[config.mk]
export PLATFORM = sky130hd
export DESIGN_NAME = imd_pwm_status_decoder_unit
export DESIGN_NICKNAME = d
export VERILOG_FILES = /design/src/hdl/imd_pkg.sv /design/src/hdl/imd_fifo.sv /design/src/hdl/imd_front.sv /design/src/hdl/imd_back.sv /design/src/hdl/imd_pwm_status_decoder_unit.sv
export SDC_FILE = /design/constraint.sdc
export NUM_CORES = 1
export LEC_CHECK = 0
export BUFFER_PORTS_ARGS = -buffer_cell sky130_fd_sc_hd__buf_2
export CORE_AREA = 5 5 273 275
export DETAILED_ROUTE_END_ITERATION = 8
export DIE_AREA = 0 0 278 280
export PLACE_DENSITY = 0.74
export SYNTH_ARGS = -nofsm -noshare
export SYNTH_HDL_FRONTEND = slang
export SYNTH_SLANG_ARGS = --single-unit
[constraint.sdc]
create_clock -name clk -period 15.9 [get_ports clk]
set_input_delay 2.385 -clock clk [delete_from_list [all_inputs] [get_ports clk]]
set_output_delay 2.385 -clock clk [all_outputs]
set_load 0.1 [all_outputs]
[src/hdl/imd_pkg.sv]
// Shared types and constants for the insulation monitor PWM status decoder.
// Depends on nothing; the front end, back end and top level refer to it by scoped names.
`default_nettype none

package imd_pkg;

	typedef enum logic [2:0] {
		COND_SHORT        = 3'd0,
		COND_NORMAL       = 3'd1,
		COND_UNDERVOLTAGE = 3'd2,
		COND_SPEED_START  = 3'd3,
		COND_DEVICE_ERROR = 3'd4,
		COND_GROUND_FAULT = 3'd5,
		COND_INVALID      = 3'd6
	} cond_t;

	typedef struct packed {
		logic [15:0] pwm_freq;
		logic [13:0] pwm_duty;
	} in_item_t;

	typedef struct packed {
		cond_t       condition;
		logic        duty_ok;
		logic [15:0] insulation_kohm;
		logic        start_bad;
	} out_item_t;

	// classified item handed from the front end to the divider back end
	typedef struct packed {
		cond_t       condition;
		logic        duty_ok;
		logic        start_bad;
		logic        kohm_en;
		logic        kohm_sat;
		logic [13:0] divisor;
	} mid_item_t;

	// APB register indexes
	localparam logic REG_FREQ_TOLERANCE = 1'b0;

	localparam logic [7:0] TOL_RESET = 8'd32;

	localparam int          WINDOW_COUNT = 6;
	localparam logic [10:0] WINDOW_STEP  = 11'd160;

	localparam logic [13:0] DUTY_KOHM_LO  = 14'd500;
	localparam logic [13:0] DUTY_KOHM_HI  = 14'd9000;
	localparam logic [13:0] DUTY_GOOD_LO  = 14'd500;
	localparam logic [13:0] DUTY_GOOD_HI  = 14'd1000;
	localparam logic [13:0] DUTY_BAD_LO   = 14'd9000;
	localparam logic [13:0] DUTY_BAD_HI   = 14'd9500;
	localparam logic [13:0] DUTY_FAULT_LO = 14'd4750;
	localparam logic [13:0] DUTY_FAULT_HI = 14'd5250;
	// 10800000/(D-500) exceeds 51200 (saturated output) exactly when D <= 710
	localparam logic [13:0] DUTY_SAT_MAX  = 14'd710;

	localparam logic [23:0] KOHM_NUMERATOR = 24'd10800000;
	localparam logic [15:0] KOHM_OFFSET    = 16'd1200;
	localparam logic [15:0] KOHM_MAX       = 16'd50000;

	// restoring divider: 16 quotient bits, two per stage
	localparam int DIV_QBITS      = 16;
	localparam int DIV_BITS_STAGE = 2;
	localparam int DIV_STAGES     = DIV_QBITS / DIV_BITS_STAGE;

endpackage

`default_nettype wire

[src/hdl/imd_fifo.sv]
// Small register-based FIFO used between the decoder sections.
// Generic payload vector; no package dependency. DEPTH must be at least 2.
`default_nettype none

module imd_fifo #(
	parameter int WIDTH = 8,
	parameter int DEPTH = 4
) (
	input  wire logic             clk,
	input  wire logic             arst_n,
	input  wire logic             wr_en,
	input  wire logic [WIDTH-1:0] wr_data,
	output logic                  full,
	input  wire logic             rd_en,
	output logic      [WIDTH-1:0] rd_data,
	output logic                  empty
);

	localparam int PW = $clog2(DEPTH);
	localparam int CW = $clog2(DEPTH + 1);
	localparam logic [PW-1:0] LAST = PW'(DEPTH - 1);

	logic [WIDTH-1:0] mem_q [DEPTH];
	logic [PW-1:0]    wr_ptr_q, rd_ptr_q;
	logic [CW-1:0]    count_q;
	logic             do_wr, do_rd;

	assign full    = (count_q == CW'(DEPTH));
	assign empty   = (count_q == '0);
	assign do_wr   = wr_en && !full;
	assign do_rd   = rd_en && !empty;
	assign rd_data = mem_q[rd_ptr_q];

	always_ff @(posedge clk) begin
		if (do_wr) begin
			mem_q[wr_ptr_q] <= wr_data;
		end
	end

	always_ff @(posedge clk or negedge arst_n) begin
		if (!arst_n) begin
			wr_ptr_q <= '0;
			rd_ptr_q <= '0;
			count_q  <= '0;
		end else begin
			if (do_wr) begin
				wr_ptr_q <= (wr_ptr_q == LAST) ? '0 : wr_ptr_q + 1'b1;
			end
			if (do_rd) begin
				rd_ptr_q <= (rd_ptr_q == LAST) ? '0 : rd_ptr_q + 1'b1;
			end
			case ({do_wr, do_rd})
				2'b10:   count_q <= count_q + 1'b1;
				2'b01:   count_q <= count_q - 1'b1;
				default: count_q <= count_q;
			endcase
		end
	end

endmodule

`default_nettype wire

[src/hdl/imd_front.sv]
// Front end: APB tolerance register, frequency window match and duty checks.
// Depends on imd_pkg.
`default_nettype none

module imd_front (
	input  wire logic              clk,
	input  wire logic              arst_n,
	input  wire logic              psel,
	input  wire logic              penable,
	input  wire logic              pwrite,
	input  wire logic [2:0]        paddr,
	input  wire logic [31:0]       pwdata,
	output logic      [31:0]       prdata,
	output logic                   pready,
	input  wire imd_pkg::in_item_t item,
	output imd_pkg::mid_item_t     cls
);

	logic [7:0]  tol_q;
	logic [10:0] ideal, lo, hi;
	logic        found;
	logic [15:0] f;
	logic [13:0] d;

	assign pready = 1'b1;
	assign prdata = (paddr[2] == imd_pkg::REG_FREQ_TOLERANCE) ? {24'd0, tol_q} : 32'd0;

	always_ff @(posedge clk or negedge arst_n) begin
		if (!arst_n) begin
			tol_q <= imd_pkg::TOL_RESET;
		end else if (psel && penable && pwrite
				&& paddr[2] == imd_pkg::REG_FREQ_TOLERANCE) begin
			tol_q <= pwdata[7:0];
		end
	end

	always_comb begin
		f     = item.pwm_freq;
		d     = item.pwm_duty;
		found = 1'b0;
		ideal = '0;
		lo    = '0;
		hi    = '0;
		cls   = '0;
		cls.condition = imd_pkg::COND_INVALID;

		// lowest ideal frequency wins when windows overlap
		for (int i = 0; i < imd_pkg::WINDOW_COUNT; i++) begin
			ideal = 11'(i) * imd_pkg::WINDOW_STEP;
			lo    = (ideal > {3'd0, tol_q}) ? ideal - {3'd0, tol_q} : 11'd0;
			hi    = ideal + {3'd0, tol_q};
			if (!found && f >= {5'd0, lo} && f <= {5'd0, hi}) begin
				found         = 1'b1;
				cls.condition = imd_pkg::cond_t'(3'(i));
			end
		end

		cls.divisor  = d - imd_pkg::DUTY_KOHM_LO;
		cls.kohm_sat = (d <= imd_pkg::DUTY_SAT_MAX);

		case (cls.condition)
			imd_pkg::COND_SHORT: begin
				cls.duty_ok = 1'b1;
			end
			imd_pkg::COND_NORMAL, imd_pkg::COND_UNDERVOLTAGE: begin
				cls.duty_ok = (d >= imd_pkg::DUTY_KOHM_LO && d <= imd_pkg::DUTY_KOHM_HI);
				cls.kohm_en = cls.duty_ok;
			end
			imd_pkg::COND_SPEED_START: begin
				if (d >= imd_pkg::DUTY_GOOD_LO && d <= imd_pkg::DUTY_GOOD_HI) begin
					cls.duty_ok = 1'b1;
				end else if (d >= imd_pkg::DUTY_BAD_LO && d <= imd_pkg::DUTY_BAD_HI) begin
					cls.duty_ok   = 1'b1;
					cls.start_bad = 1'b1;
				end
			end
			imd_pkg::COND_DEVICE_ERROR, imd_pkg::COND_GROUND_FAULT: begin
				cls.duty_ok = (d >= imd_pkg::DUTY_FAULT_LO && d <= imd_pkg::DUTY_FAULT_HI);
			end
			default: begin
				cls.duty_ok = 1'b0;
			end
		endcase
	end

endmodule

`default_nettype wire

[src/hdl/imd_back.sv]
// Back end: pipelined restoring divider for the resistance, credit-based issue
// and the result FIFO. Depends on imd_pkg and imd_fifo.
`default_nettype none

module imd_back #(
	parameter int OUT_DEPTH = 16
) (
	input  wire logic                clk,
	input  wire logic                arst_n,
	input  wire imd_pkg::mid_item_t  mid,
	input  wire logic                mid_empty,
	output logic                     mid_pop,
	output imd_pkg::out_item_t       result,
	output logic                     empty,
	input  wire logic                pop
);

	localparam int NS = imd_pkg::DIV_STAGES;
	localparam int CW = $clog2(OUT_DEPTH + 1);

	typedef struct packed {
		imd_pkg::mid_item_t ctl;
		logic [13:0]        rem;
		logic [15:0]        quo;
	} div_stage_t;

	div_stage_t         st_s [NS+1];
	logic [NS:0]        vld_s;
	logic [CW-1:0]      credit_q;
	imd_pkg::out_item_t res;
	logic               out_full;
	logic               pop_acc;

	function automatic div_stage_t div_step(div_stage_t s, int k);
		div_stage_t  r;
		logic [14:0] t;
		r = s;
		for (int b = 0; b < imd_pkg::DIV_BITS_STAGE; b++) begin
			t = {r.rem, imd_pkg::KOHM_NUMERATOR[imd_pkg::DIV_QBITS - 1
				- k * imd_pkg::DIV_BITS_STAGE - b]};
			if (t >= {1'b0, r.ctl.divisor}) begin
				r.rem = 14'(t - {1'b0, r.ctl.divisor});
				r.quo = {r.quo[14:0], 1'b1};
			end else begin
				r.rem = t[13:0];
				r.quo = {r.quo[14:0], 1'b0};
			end
		end
		return r;
	endfunction

	assign pop_acc = pop && !empty;
	// a slot in the result FIFO is reserved for every transaction in flight
	assign mid_pop = !mid_empty && (credit_q < CW'(OUT_DEPTH));

	always_ff @(posedge clk or negedge arst_n) begin
		if (!arst_n) begin
			credit_q <= '0;
			vld_s    <= '0;
		end else begin
			credit_q <= credit_q + CW'(mid_pop) - CW'(pop_acc);
			vld_s    <= {vld_s[NS-1:0], mid_pop};
		end
	end

	always_ff @(posedge clk) begin
		st_s[0].ctl <= mid;
		// upper numerator bits are below any divisor that is not saturated
		st_s[0].rem <= 14'(imd_pkg::KOHM_NUMERATOR[23:imd_pkg::DIV_QBITS]);
		st_s[0].quo <= '0;
		for (int k = 0; k < NS; k++) begin
			st_s[k+1] <= div_step(st_s[k], k);
		end
	end

	always_comb begin
		res.condition       = st_s[NS].ctl.condition;
		res.duty_ok         = st_s[NS].ctl.duty_ok;
		res.start_bad       = st_s[NS].ctl.start_bad;
		res.insulation_kohm = '0;
		if (st_s[NS].ctl.kohm_en) begin
			res.insulation_kohm = st_s[NS].ctl.kohm_sat ? imd_pkg::KOHM_MAX
				: st_s[NS].quo - imd_pkg::KOHM_OFFSET;
		end
	end

	imd_fifo #(
		.WIDTH ($bits(imd_pkg::out_item_t)),
		.DEPTH (OUT_DEPTH)
	) u_out_fifo (
		.clk     (clk),
		.arst_n  (arst_n),
		.wr_en   (vld_s[NS]),
		.wr_data (res),
		.full    (out_full),
		.rd_en   (pop),
		.rd_data (result),
		.empty   (empty)
	);

	// credits keep the FIFO from overflowing; full is never seen with a write
	logic unused_full;
	assign unused_full = out_full;

endmodule

`default_nettype wire

[src/hdl/imd_pwm_status_decoder_unit.sv]
// Insulation monitor PWM status decoder, top level.
// Input queue port: push/full carries {pwm_freq, pwm_duty}; a transaction is
//   taken when push is high and full is low, one per cycle if the queue allows.
// Result queue port: empty/pop; the oldest result sits on result while empty
//   is low and leaves when pop is high.
// APB port holds the frequency tolerance register at byte address 0
//   (reset 32); write it only while the decoder is idle. pready is tied high.
// Throughput: one transaction per cycle unless the receiver stalls. The front
//   end classifies in the accepting cycle into a MID_DEPTH queue; the back
//   end runs an 8-stage restoring divider (two quotient bits per stage) for
//   the resistance, between a divider input register and the result FIFO.
// If the receiver stalls, results pile up in the OUT_DEPTH result FIFO, issue
//   into the divider stops once every FIFO slot is reserved, then the middle
//   queue fills and full rises. No transaction is dropped.
// Reset clears the queues and the divider valid bits; no clearing pass.
// Depends on imd_pkg, imd_fifo, imd_front and imd_back.
`default_nettype none

module imd_pwm_status_decoder_unit #(
	parameter int MID_DEPTH = 4,
	parameter int OUT_DEPTH = 16
) (
	input  wire logic              clk,
	input  wire logic              arst_n,
	input  wire logic              psel,
	input  wire logic              penable,
	input  wire logic              pwrite,
	input  wire logic [2:0]        paddr,
	input  wire logic [31:0]       pwdata,
	output logic      [31:0]       prdata,
	output logic                   pready,
	input  wire logic              push,
	output logic                   full,
	input  wire imd_pkg::in_item_t item,
	output logic                   empty,
	input  wire logic              pop,
	output imd_pkg::out_item_t     result
);

	imd_pkg::mid_item_t cls, mid;
	logic               mid_empty, mid_pop;

	imd_front u_front (
		.clk     (clk),
		.arst_n  (arst_n),
		.psel    (psel),
		.penable (penable),
		.pwrite  (pwrite),
		.paddr   (paddr),
		.pwdata  (pwdata),
		.prdata  (prdata),
		.pready  (pready),
		.item    (item),
		.cls     (cls)
	);

	imd_fifo #(
		.WIDTH ($bits(imd_pkg::mid_item_t)),
		.DEPTH (MID_DEPTH)
	) u_mid_fifo (
		.clk     (clk),
		.arst_n  (arst_n),
		.wr_en   (push),
		.wr_data (cls),
		.full    (full),
		.rd_en   (mid_pop),
		.rd_data (mid),
		.empty   (mid_empty)
	);

	imd_back #(
		.OUT_DEPTH (OUT_DEPTH)
	) u_back (
		.clk       (clk),
		.arst_n    (arst_n),
		.mid       (mid),
		.mid_empty (mid_empty),
		.mid_pop   (mid_pop),
		.result    (result),
		.empty     (empty),
		.pop       (pop)
	);

endmodule

`default_nettype wire
==> metrics.csv <==
stage,metric,value,unit
outcome,status,"complete, no violations",
setup_path,worst reg-to-reg path cell count,17,
routing,post-route ant nets,0,
routing,Routed WL per cell,19.40,µm
layout,post-route cell area,43270,µm²
yosys,Synth Warn #,0,
global_route,initial antenna violation count,3,
cts,postcts setup bufs,0,
yosys,Mean Syn Cell Area,12.36,µm²
yosys,Synth top cells by count,"420 x edfxtp_1, 345 x dfxtp_1, 296 x ha_1",
timing,Final Setup Violations,0,
cts,worst skew pair latency,630,ps
die,Ports,128,
yosys,Post-synth EDFFs,420,
die,Die X,278,µm
timing,clk_skew,49.54,ps
min_path,Hold Path Origin,u_back.st_s[0][312],
layout,area of the multi-input gates,17290,µm²
global_route,grt total ovfl,0,
die,core area,72090,µm²
global_route,all-layer global routing usage,21.22,%
cts,CTS H-tree lvls,3,
timing,RSZ-0062 raised after global routing,false,
timing,final worst slack,9497,ps
yosys,top cell type's share of synthesized area,32.31,%
setup_path,Setup CP Type,register to output pin,
layout,FF/Latch Area,20580,µm²
setup_path,CP required,13520,ps
routing,DRT Wirelength,83480,µm
yosys,cell taking the most area after synthesis,edfxtp_1,
min_path,Worst Hold Depth,0,
routing,vias per inst,5.759,
setup_path,CP max stage cell,dfrtp_4,
min_path,Hold Path Class,register to register,
setup_path,Max Fanout on Critical Path,55,
setup_path,worst r2r src,u_back.st_s[0][82],
die,die area,77840,µm²
setup_path,worst path cell trace,buf_4 > mux4_2 > mux4_2 > buf_2,
timing,fin crit period,6403,ps
min_path,Hold Path End,u_back.st_s[0][365],
setup_path,Startpoint Class,register,
global_route,pin count of the biggest net entering global routing,56,
yosys,Yosys reg bits,807,
setup_path,crit end category,output pin,
place,DP HPWL,55470,µm
yosys,sequential fraction of the synthesis area,52.70,%
place,Place WS,10000,ps
yosys,Synth async-reset ratio,5.204,%
place,# port buffers,76,
timing,slew of the pin with the lowest slew margin,1240,ps
cts,Clock Sinks,807,
die,Initial Util,54.15,%
cts,CTS Buffer Depth,3,
routing,DRC Markers,0,
routing,DR vias,24785,
yosys,Area contributors post-synth,"edfxtp_1 32%, dfxtp_1 18%, ha_1 9.5%",
layout,Layout Cells excl Fill,4304,
die,Die Ht,280,µm
setup_path,crit path DAT,4020,ps
yosys,Cells after Synth,3159,
timing,Max Clk Rate,156.2,MHz
timing,Fin. Hold Viols,0,
layout,share of layout cells above drive strength 1,15.85,%
die,FP Rows,99,
setup_path,most frequent CP cell,mux4_2,
timing,fin. max-slew vios,0,
global_route,global-route wire length before repair,132900,µm
cts,clock transition at the registers of the reported paths,60,ps
place,Placer Congestion,0.8933,
yosys,Post-Syn Area,39040,µm²
cts,PostCTS Resize Cnt,0,
routing,drt pass-1 iters,6,
yosys,Main synth FF type,edfxtp_1,
timing,Slew headroom,17.05,%
timing,Tcrit/Tclk final,40.27,%
cts,Root Driver,clkbuf_16,
layout,FILL cells,5648,
setup_path,r2r setup slk,9890,ps
layout,fin nets,3657,
setup_path,Reg-to-Reg End,u_back.st_s[0][119],
cts,# hold bufs at CTS,0,
global_route,vias in the first global route,24574,
yosys,cell with the most instances after synthesis,edfxtp_1,
yosys,Yosys cell types,81,
cts,total CTS buffers,81,
cts,CTS tree,done,
layout,Area Overhead vs Synth,10.84,%
place,DP Area,40550,µm²
timing,setup TNS,0,ps
routing,DR iter-0 viols,2034,
place,placed cells,4153,
run,MaxCap Viol Count,0,
setup_path,CP max stage delay,1120,ps
-- flip-flops by register name (all words and copies together) (netlist names), 5 cells and up --
name / cells
u_back.credit_q: 5
u_back.st_s: 345
u_back.u_out_fifo.count_q: 5
u_back.u_out_fifo.mem_q: 336
u_back.vld_s: 9
u_front.tol_q: 8
u_mid_fifo.mem_q: 84
-- layout by cell type, fill, tap and decap left out, drive strengths merged, types with 20 or more instances in the layout --
cell type	count
edfxtp	420
dfxtp	345
ha	296
inv	228
nor2	172
a21oi	170
nand2	142
o21ai	136
mux2	127
mux4	126
xnor2	119
clkbuf	115
buf	111
nor3	71
nor2b	53
xor2	52
a21o	47
o21a	46
nand3	45
dfrtp	41
nand2b	32
and2	29
nand4	29
conb	27
clkinv	26
nor4	23
a211oi	21
o211ai	20
a21boi	20
-- routing by layer --
metal	GRT usage, %	vias up	routed length [µm]
li1	-	11918	-
met1	28.83	12009	35870
met2	36.26	718	40910
met3	3.453	140	4820
met4	5.097	0	1881
met5	0	-	0
-- critical path, delay by kind of cell (launching register included) --
family | cells | cell delay, ps
buffers and inverters | 2 | 1040
DFF | 1 | 1120
muxes | 2 | 1160
-- per-stage QoR --
step	hold WS (ps)	utilization, %
2_1_floorplan	309.6	-
3_3_place_gp	310.2	56.25
3_5_place_dp	312.1	56.25
4_1_cts	291.4	60.02
5_1_grt	297.6	60.02
6_report	291.5	60.02
-- worst max path at each step --
stage / from / to / slack [ps]
floorplan: paddr[2] / prdata[1] / 9690
global placement: u_back.st_s[0][82] / u_back.st_s[0][119] / 9970
detailed placement: u_back.st_s[0][82] / u_back.st_s[0][119] / 10000
CTS: u_back.u_out_fifo.rd_ptr_q[0] / result[16] / 9340
global route: u_back.u_out_fifo.rd_ptr_q[0] / result[13] / 9170
finish: u_back.u_out_fifo.rd_ptr_q[0] / result[16] / 9500
-- logic make-up (layout without fill, tap and decap cells) --
group | after synthesis | in the layout | synth area share [%]
buf+inv | 325 | 485 | 3.391
fa+ha+maj | 308 | 308 | 10.10
compound gates | 598 | 598 | 9.846
mux | 270 | 270 | 11.37
flops | 807 | 807 | 52.70
other cells | 2 | 28 | 0.01924
xor+xnor | 171 | 171 | 3.837
simple gates | 678 | 678 | 8.740
-- final cells by class --
class                           count  share of cell area [%]
Antenna cell                        1                0.005783
Clock buffer                      115                   5.309
Clock inverter                     35                  0.9687
Inverter                          224                   1.943
Multi-Input combinational cell   2052                   39.95
Sequential cell                   807                   47.56
Tap cell                          959                   2.773
Timing Repair Buffer              111                   1.486
Power is not shown: default switching activity piles up to over one toggle a cycle in this logic, so the estimate is an artifact.
